<file path="config.mk">
export PLATFORM = sky130hd
export DESIGN_NAME = swm_cell
export DESIGN_NICKNAME = d
export VERILOG_FILES = /design/src/sv/swm_pkg.sv /design/src/sv/swm_cell.sv
export SDC_FILE = /design/constraint.sdc
export NUM_CORES = 1
export LEC_CHECK = 0
export ABC_AREA = 1
export BUFFER_PORTS_ARGS = -buffer_cell sky130_fd_sc_hd__buf_2
export CAP_MARGIN = 20
export CORE_MARGIN = 2
export CORE_UTILIZATION = 48
export CTS_BUF_LIST = sky130_fd_sc_hd__clkbuf_16
export CTS_CLUSTER_DIAMETER = 120
export DETAILED_ROUTE_END_ITERATION = 8
export PLACE_DENSITY_LB_ADDON = 0.08
export SLEW_MARGIN = 20
export SYNTH_ARGS = -nofsm -noshare
export SYNTH_HDL_FRONTEND = slang
export SYNTH_SLANG_ARGS = --single-unit
</file>
<file path="constraint.sdc">
create_clock -name clk -period 3.15 [get_ports clk]
set_input_delay 0.1575 -clock clk [delete_from_list [all_inputs] [get_ports clk]]
set_output_delay 0.1575 -clock clk [all_outputs]
set_load 0.03 [all_outputs]
</file>
<file path="src/sv/swm_pkg.sv">
`timescale 1ns / 1ps

package swm_pkg;

	// width of the window_size register
	localparam int unsigned CFG_WIDTH = 9;

	// per-cycle command broadcast to every cell of the row
	typedef struct packed {
		logic load;   // an item is taken: drop smaller tail entries, append
		logic pop;    // shift the row one place toward the front
		logic clear;  // restart: treat every entry as empty
	} cell_ctrl_t;

endpackage

</file>
<file path="src/sv/swm_cell.sv">
`timescale 1ns / 1ps

module swm_cell #(
	parameter int unsigned DATA_WIDTH = 32,
	parameter int unsigned POS_WIDTH  = 9,
	parameter int unsigned WIN_WIDTH  = 9,
	parameter int unsigned POS_MOD    = 512
) (
	input  logic                  clk,
	input  logic                  arst_n,
	input  swm_pkg::cell_ctrl_t   ctrl,
	input  logic [DATA_WIDTH-1:0] sample,
	input  logic [POS_WIDTH-1:0]  item_pos,
	input  logic [POS_WIDTH-1:0]  pos_cnt,
	input  logic [WIN_WIDTH-1:0]  win,
	input  logic                  nxt_valid,
	input  logic [DATA_WIDTH-1:0] nxt_value,
	input  logic [POS_WIDTH-1:0]  nxt_pos,
	input  logic                  prv_kept,
	output logic                  valid,
	output logic [DATA_WIDTH-1:0] value,
	output logic [POS_WIDTH-1:0]  pos,
	output logic                  kept,
	output logic                  expired,
	output logic [DATA_WIDTH-1:0] value_next
);

	logic                  valid_q;
	logic [DATA_WIDTH-1:0] value_q;
	logic [POS_WIDTH-1:0]  pos_q;
	logic                  view_valid;
	logic [DATA_WIDTH-1:0] view_value;
	logic [POS_WIDTH-1:0]  view_pos;
	logic                  take_new;
	logic                  valid_d;
	logic [POS_WIDTH-1:0]  pos_d;
	logic [POS_WIDTH:0]    age;

	// age of the held entry against the current stream position
	always_comb begin
		if (pos_cnt >= pos_q) begin
			age = {1'b0, pos_cnt} - {1'b0, pos_q};
		end else begin
			age = {1'b0, pos_cnt} + (POS_WIDTH+1)'(POS_MOD) - {1'b0, pos_q};
		end
	end

	assign expired = valid_q && (age >= (POS_WIDTH+1)'(win));

	// entry as seen after an optional front pop
	always_comb begin
		view_valid = ctrl.pop ? nxt_valid : valid_q;
		view_value = ctrl.pop ? nxt_value : value_q;
		view_pos   = ctrl.pop ? nxt_pos : pos_q;
		if (ctrl.clear) begin
			view_valid = 1'b0;
		end
	end

	// keep ties, drop strictly smaller entries
	assign kept     = view_valid && !($signed(view_value) < $signed(sample));
	assign take_new = !kept && prv_kept;

	always_comb begin
		if (ctrl.load) begin
			valid_d    = kept || take_new;
			value_next = kept ? view_value : sample;
			pos_d      = kept ? view_pos : item_pos;
		end else begin
			valid_d    = view_valid;
			value_next = view_value;
			pos_d      = view_pos;
		end
	end

	always_ff @(posedge clk or negedge arst_n) begin
		if (!arst_n) begin
			valid_q <= 1'b0;
		end else if (ctrl.load || ctrl.pop) begin
			valid_q <= valid_d;
		end
	end

	always_ff @(posedge clk) begin
		if (ctrl.load || ctrl.pop) begin
			value_q <= value_next;
			pos_q   <= pos_d;
		end
	end

	assign valid = valid_q;
	assign value = value_q;
	assign pos   = pos_q;

endmodule

</file>
# == Word-level counts from Yosys, hierarchy flattened ==
# Index checks and enable logic that the tools add are counted.
# totals
reg_bits,42
input_bits,107
output_inout_bits,76
wordCells,26
# op_classes
addsub,3
n_lt_le_gt_ge,3
n_mux,10
n_reduce_logical,7
# op_table
op,n
2-to-1 mux 32 bit,3
< comparator 32 bit,1
2-to-1 mux 9 bit,3
"adder 9 x 10 -> 10 bit, second input constant",1
>= comparator 10 x 9 -> 1 bit,1
2-to-1 mux 10 bit,1
subtractor 10 x 9 -> 10 bit,1
subtractor 9 x 9 -> 10 bit,1
>= comparator 9 bit,1
logical AND 1 bit,3
2-to-1 mux 1 bit,3
zero test 1 bit,2
logical OR 1 bit,2

# == Longest topological paths before layout ==
# Gate-level depths: netlist of run 1.
# depth
depth_word,8
depth_mapped,22
ltp_nobuf,19

# == Worst setup path before layout of run 1 ==
# OpenSTA, ideal clock, no wires.
# synth_timing
kind,input -> register
from,input port ctrl[1] in the netlist's numbering
to,"register value_q[22], in the netlist value[22], data pin"
setup_time_ps,288
arrival_ps,2683
required_time_ps,2862
slack_ps,179
path_stages,15
path_buffers,4
path_cell_list,buf_6 -> clkbuf_1 -> clkbuf_1 -> nand2_1 -> nand2_1 -> ha_1 -> a21oi_1 -> o21ai_1 -> o21bai_1 -> a31oi_1 -> nand3_1 -> nand3_4 -> nand2_4 -> buf_6 -> o21ai_1
# synth_between
elab_chain_cells,6
word_cells_on_any_way,8
cone_classes,1 x order compare; 5 x mux; 2 x reduce/logical
# synth_lines
element,line,rtl
from (decl),swm_cell.sv:11,"input swm_pkg::cell_ctrl_t ctrl,"
2-to-1 mux 32 bit,swm_cell.sv:53,view_value = ctrl.pop ? nxt_value : value_q;
< comparator 32 bit,swm_cell.sv:61,assign kept = view_valid && !($signed(view_value) < $signed(sample));
zero test 1 bit,swm_cell.sv:61,
logical AND 1 bit,swm_cell.sv:61,
2-to-1 mux 32 bit,swm_cell.sv:67,value_next = kept ? view_value : sample;
2-to-1 mux 32 bit *,swm_cell.sv:65,if (ctrl.load) begin
via value_next[22],swm_cell.sv:25,output logic [DATA_WIDTH-1:0] value_next
to (signal assigned),swm_cell.sv:86,value_q <= value_next;
to (decl),swm_cell.sv:29,logic [DATA_WIDTH-1:0] value_q;
# The timed path passes the listed nets; every way through them passes the cells marked *.
# A chain may end at the register's enable or synchronous reset.

# == Worst setup path after layout of run 1 ==
# layout_timing
from,"register pos_q[0], in the netlist pos[0]"
to,output port expired
# layout_between
elab_chain_cells,4
word_cells_on_any_way,6
cone_classes,2 x add/sub; 2 x order compare; 1 x mux; 1 x reduce/logical
# layout_lines
element,line,rtl
from (decl),swm_cell.sv:30,logic [POS_WIDTH-1:0] pos_q;
from (signal assigned),swm_cell.sv:87,pos_q <= pos_d;
subtractor 10 x 9 -> 10 bit (tied with other cells),swm_cell.sv:44,"age = {1'b0, pos_cnt} + (POS_WIDTH+1)'(POS_MOD) - {1'b0, pos_q};"
2-to-1 mux 10 bit *,swm_cell.sv:41,if (pos_cnt >= pos_q) begin
>= comparator 10 x 9 -> 1 bit *,swm_cell.sv:48,assign expired = valid_q && (age >= (POS_WIDTH+1)'(win));
logical AND 1 bit *,swm_cell.sv:48,
to (decl),swm_cell.sv:24,"output logic expired,"
# Every way passes the cells marked *; elsewhere a longest branch is shown, timed or not.

==> results by group, run 1 <==
Outcome
  • Status: finished, final reports clean

Worst setup path
  • CP required: 2.99 ns
  • Crit-path cells: ha_1, inv_1, fa_1, nand3_1, nand2_1, xor2_1, ha_1, nand4_1, o221ai_1, nand3_1, nand2_1, a21oi_1, a21boi_1, buf_4
  • Worst Path Arrival: 2.83 ns
  • Setup crit end kind: output port
  • Startpoint types: register
  • CP max stage delay: 0.40 ns
  • CP max stage cell: edfxtp_1
  • Critical path class: register to output port
  • Max FO, Critical Path: 3

Timing
  • Final Hold Viols: 0
  • Fin Setup TNS: 0 ns
  • Final min period: about 3 ns
  • Slew @ Worst Pin: 0.947 ns
  • Max Clock Skew: roughly 0.0082 ns
  • Setup ws final: 0.161 ns
  • RSZ-0062 raised after global routing: yes
  • Relative max-transition margin: a little under two fifths
  • Fmax: 335 MHz
  • Final period util: 94.9%
  • Slew Limit Fails: 0
  • Endpoints failing setup: 0

Place
  • Dpl hpwl: 7940 µm
  • Final GP Congestion: 0.887
  • Pre-CTS WS: between 0.15 and 0.2 ns
  • I/O Buffers: 182

CTS
  • Total setup buffers inserted after CTS: 0
  • CTS tree: built
  • CTS Buffer Depth: 2
  • Number of buffers created by CTS: 5
  • Clk root buf: clkbuf_16
  • Reg clk slew, reported paths: 0.06 ns
  • Clk_lat worst skew: 0.29 ns
  • CTS sink cnt: 42
  • H-tree depth: 2

Synth
  • Async set-reset flop share out of synthesis: 2.38%
  • Syn Std Cell Area: 3820 µm²
  • Syn_nets: 657
  • Cell count after synthesis: 500
  • Post-synthesis sequential area ratio: 32.9%
  • Synth Register Bits: 42
  • Synth unique cells: 35
  • Post-synth top flop: edfxtp_1
  • Avg Inst Size Synth: ~7.6 µm²
  • Synth warn: 0
  • Post-synth EDFFs: 41

Die
  • Full die area: 8680 µm²
  • Core area: 7730 µm²
  • Initial core utilization: 49.4%
  • I/O pins: ~180
  • Die H: 93.2 µm
  • Rows: 32
  • Die width: 93.2 µm

Pwr
  • Combinational power share: 47.8%
  • Net Sw Power: between 0.0009 and 0.001 W
  • Maximum VDD drop: 0.239 mV
  • Leak pwr: 2.85 nW
  • Pwr Total: 0.00240 W
  • Sequential power share: 31.3%
  • Sw Ratio: 41.6%
  • Cell Int Power: 0.00140 W
  • Power per standard cell area: 475 nW/µm²
  • Clk network pwr share: 20.9%

Routing
  • Remaining antenna violation count: 0
  • Mean routed wirelength per cell: between 10 and 15 µm
  • # DRC: 0
  • Via count: 3882
  • Pre-antenna DRT Iters: 5
  • Initial DRC count: roughly 120
  • WL final: 10200 µm
  • Via-to-Cell Ratio: 4.95

Global routing
  • Vias in the first global route: 3558
  • Largest net degree at the start of global routing: 42
  • GRT Total Usage: 22.5%
  • Global-route wire length before repair: between 15000 and 20000 µm
  • Initial antenna violation count: 0
  • Gr ovfl total: 0

Cells and area
  • # nets final: about 840
  • Leading cell type in the layout, fill and taps excluded: nand2_1
  • Ant diodes: 0
  • Layout cell share with drive strength beyond 1: 35.7%
  • Commonest non-fill, non-tap cells in the layout: nand2_1, buf_2, inv_1, ha_1, edfxtp_1
  • Area delta synth->final: 32.2%

Worst hold path
  • Hold Crit Class: input pin to register

Job
  • Max Cap Violations: 0
[through the flow]
| stage | hold WS [ns] | cell area, µm² | util, % | cells |
|---|---|---|---|---|
| 6_report | 0.164 | 5040 | 65.3 | 785 |
| 3_5_place_dp | -0.0650 | 4840 | 62.6 | 776 |
| 3_3_place_gp | -0.0670 | 4840 | 62.6 | 776 |
| 2_1_floorplan | -0.138 | 3820 | - | 500 |
| 5_1_grt | 0.195 | 5040 | 65.3 | 785 |
| 4_1_cts | 0.165 | 4990 | 64.5 | 785 |
[routing by layer]
layer | part of all wire [%] | global-route usage (%) | up-vias
met5 | 0 | 0 | -
met4 | 1.6 | 6.25 | 0
met3 | 6.6 | 5.00 | 16
met2 | 50 | 41.1 | 129
met1 | 41 | 26.5 | 1727
li1 | - | - | 2010
[path summary, 6_finish.rpt]
path,start,endpoint,slack [ns],cells past startpoint
setup / recovery,pos[0],expired,0.16,14
hold / removal,prv_kept,valid,0.16,5
setup reg to reg,value[31],value[10],0.64,15
hold reg to reg,valid,valid,0.58,2
max in group asynchronous,arst_n,valid,2.83,2
min in group asynchronous,arst_n,valid,0.23,2
[sequential cells by signal, indices dropped and copies added (netlist names)]
| register | flops |
|---|---|
| value | 32 |
| valid | 1 |
| pos | 9 |
[critical path: cells and delay by family (launching register included)]
kind	cells	cell delay, ns
AND/OR/NAND/NOR	5	0.44
AO/OA/AOI/OAI	3	0.41
flip-flops	1	0.40
XOR/XNOR	1	0.15
adder cells (fa/ha/maj)	3	0.92
buffers and inverters	2	0.24
[power by group through the flow]
stage / Clock [W] / Sequential [W] / Combinational (W)
2_1_floorplan: 0 / 0.000907 / 0.000653
3_3_place_gp: 0 / 0.000761 / 0.00110
3_5_place_dp: 0 / 0.000761 / 0.00112
4_1_cts: 0.000511 / 0.000749 / 0.00112
5_1_grt: 0.000531 / 0.000760 / 0.00126
6_report: 0.000501 / 0.000750 / 0.00115
[cell usage after synthesis (6+ instances only)]
master	n	area, µm²
a21oi_1	27	135
buf_6	8	90.1
clkbuf_1	9	33.8
edfxtp_1	41	1230
ha_1	49	613
inv_1	65	244
nand2_1	188	706
nand2_2	12	75.1
nand3_1	17	85.1
nor2_1	8	30.0
o21ai_0	10	50.1
o21ai_1	15	75.1
o21ai_2	21	184
xor2_1	6	52.6
[cells by family after synthesis]
group	share of synthesized area, %
and+or+nand+nor	25.0
buffers and inverters	10.0
AOI/OAI and AO/OA	13.8
adders and majority gates	16.6
DFF	32.9
xor gates and xnor gates	1.61
[cell type report]
class | count | area [µm²]
clock buffer | 5 | 125
clock inverter | 3 | 12.5
tap | 102 | 128
multi-input combinational | 373 | 2220
fill | 715 | 2680
inverter | 67 | 254
sequential | 42 | 1260
timing repair buffer | 193 | 1050
[what timing repair did]
action / 4_1_cts / 5_1_grt
endpoints found under the setup margin: 0 / 30
hold buffers: 1 / 0
hold endpoints to repair: 1 / 0
gates resized for setup: 0 / 16
Power figures use the tool's default switching activity.
==> inputs of run 2 (changes only) <==
PLACE_DENSITY = 0.83   (was unset)
PLACE_DENSITY_LB_ADDON = unset   (was 0.08)
==> results by group, run 2 (synthesis results as in run 1) <==
Outcome
  • Status: finished, final reports clean

Global routing
  • Initial antenna violation count: 0 (unchanged)
  • Global-route wire length before repair: 16700 µm (+7.4%)
  • GRT Total Usage: 24.0% (+1.5 points)
  • Vias in the first global route: 3883 (+9.1%)
  • Largest net degree at the start of global routing: 35 (-17%)
  • Gr ovfl total: 0 (unchanged)

Cells and area
  • # nets final: 843 (+0.48%)
  • Layout cell share with drive strength beyond 1: 36.5% (+0.81 points)
  • Multi-input gate area: 2220 µm² (about the same)
  • Ant diodes: 0 (unchanged)
  • Area delta synth->final: 33.3%
  • Commonest non-fill, non-tap cells in the layout: nand2_1, buf_2, inv_1, ha_1, edfxtp_1
  • Number of flip-flops in the largest register: 32 (unchanged)
  • Reg area: 1260 µm² (unchanged)
  • Fillers: 673 (-5.9%)
  • Leading cell type in the layout, fill and taps excluded: nand2_1

CTS
  • Number of buffers created by CTS: 5 (unchanged)
  • CTS sink cnt: 42 (unchanged)
  • Clk root buf: clkbuf_16
  • Clk_lat worst skew: 0.28 ns (about the same)
  • Reg clk slew, reported paths: 0.06 ns (about the same)
  • CTS tree: built
  • H-tree depth: 2 (unchanged)
  • CTS Buffer Depth: 2 (unchanged)

Worst setup path
  • Crit-path cells: inv_1, ha_2, a21oi_2, o21ai_2, a21boi_2, nor2_1, o21ai_1, nand2_1, xnor2_1, inv_1, ha_1, a21oi_2, nand2_1, a21oi_1, a21boi_1, buf_4
  • CP required: 2.99 ns (about the same)
  • CP max stage delay: 0.38 ns (-0.02 ns)
  • Critical path class: register to output port
  • R2R Setup Slk: 0.63 ns (about the same)
  • Top Family by Delay on Critical Path: compound AO/OA/AOI/OAI gates
  • Worst Path Arrival: 2.88 ns (+0.05 ns)
  • CP max stage cell: edfxtp_1
  • CP bufs+invs: 3 (+1)
  • Startpoint types: register
  • Setup crit end kind: output port
  • Max FO, Critical Path: 4 (+1)

Routing
  • Via-to-Cell Ratio: 5.12 (+3.5%)
  • Remaining antenna violation count: 0 (unchanged)
  • Via count: 4037 (+4.0%)
  • WL final: 10800 µm (+5.6%)
  • # DRC: 0 (unchanged)
  • Initial DRC count: 135 (+12%)
  • Pre-antenna DRT Iters: 5 (unchanged)
  • Mean routed wirelength per cell: 13.7 µm (+5.1%)

Pwr
  • Maximum VDD drop: 0.336 mV (+41%)
  • Pwr Total: 0.00251 W (+4.5%)
  • Power per standard cell area: 493 nW/µm² (+3.6%)
  • Leak pwr: 2.87 nW (+0.75%)

Timing
  • Hold_ws: 0.172 ns (+0.00753 ns)
  • Fin Setup TNS: 0 ns (unchanged)
  • Max Clock Skew: 0.00591 ns (-0.00226 ns)
  • Slew Limit Fails: 0 (unchanged)
  • Slew @ Worst Pin: 0.468 ns (-0.479 ns)
  • Final Hold Viols: 0 (unchanged)
  • Fmax: 329 MHz (-1.6%)
  • Relative max-transition margin: 68.6% (+32 points)
  • Final period util: 96.4% (+1.5 points)
  • Final min period: 3.04 ns (+0.0478 ns)
  • Endpoints failing setup: 0 (unchanged)

Place
  • I/O Buffers: 182 (unchanged)
  • Final GP Congestion: 0.867 (-2.2%)
  • Dpl hpwl: 8650 µm (+8.9%)

Worst hold path
  • Hold Crit Class: input pin to register

Job
  • Max Cap Violations: 0 (unchanged)

Die
  • Die width: 93.2 µm (unchanged)
  • Initial core utilization: 49.4% (unchanged)
  • I/O pins: 183 (unchanged)
  • Full die area: 8680 µm² (unchanged)
  • Rows: 32 (unchanged)
  • Die H: 93.2 µm (unchanged)
  • Core area: 7730 µm² (unchanged)
run 2: worst paths after layout:
path                            from       to  cells after the start
hold reg to reg                valid    valid                      2
min in group asynchronous     arst_n    valid                      2
hold / removal               ctrl[0]    valid                      4
setup reg to reg           value[21]   pos[0]                     14
max in group asynchronous     arst_n    valid                      2
setup / recovery              pos[2]  expired                     16
run 2: tightest hold or removal path, delay by kind of cell:
family | cells | cell delay (ns)
compound gates | 1 | 0.07
simple gates | 2 | 0.10
buf+inv | 1 | 0.09
run 2: cell type report:
class | instances | area share, %
inverters | 67 | 4.99
repair buffers | 197 | 21.0
clock inverters | 3 | 0.787
multi-input cells | 373 | 43.6
well taps | 102 | 2.51
clock buffers | 5 | 2.46
flip-flops and latches | 42 | 24.7
run 2: timing repair:
item | CTS | global route
hold endpoints to repair | 1 | 0
hold buffers | 1 | 0
buffers inserted | 0 | 3
resized for setup | 0 | 18
endpoints found under the setup margin | 0 | 28
run 2: per-layer routing:
metal | GRT usage (%) | up-vias | share of wire [%]
li1 | - | 2014 | -
met1 | 27.5 | 1834 | 40
met2 | 44.6 | 175 | 50
met3 | 5.56 | 14 | 8.1
met4 | 6.86 | 0 | 1.7
met5 | 0 | - | 0
run 2: report_power, final:
group | internal, W | total (W) | leakage, nW | switching [W]
Clock | 0.000371 | 0.000584 | 0.0836 | 0.000213
Combinational | 0.000409 | 0.00117 | 2.35 | 0.000765
Sequential | 0.000710 | 0.000748 | 0.442 | 0.0000387
run 2: metrics by stage:
| step | utilization (%) | std cells | setup slack [ns] | instance area, µm² |
|---|---|---|---|---|
| after floorplan | - | 500 | 0.179 | 3820 |
| after global placement | 62.5 | 777 | 0.283 | 4830 |
| after detailed placement | 62.5 | 777 | 0.227 | 4830 |
| after CTS | 64.8 | 786 | 0.0667 | 5010 |
| after global routing | 65.8 | 789 | -0.0234 | 5090 |
| final | 65.8 | 789 | 0.113 | 5090 |
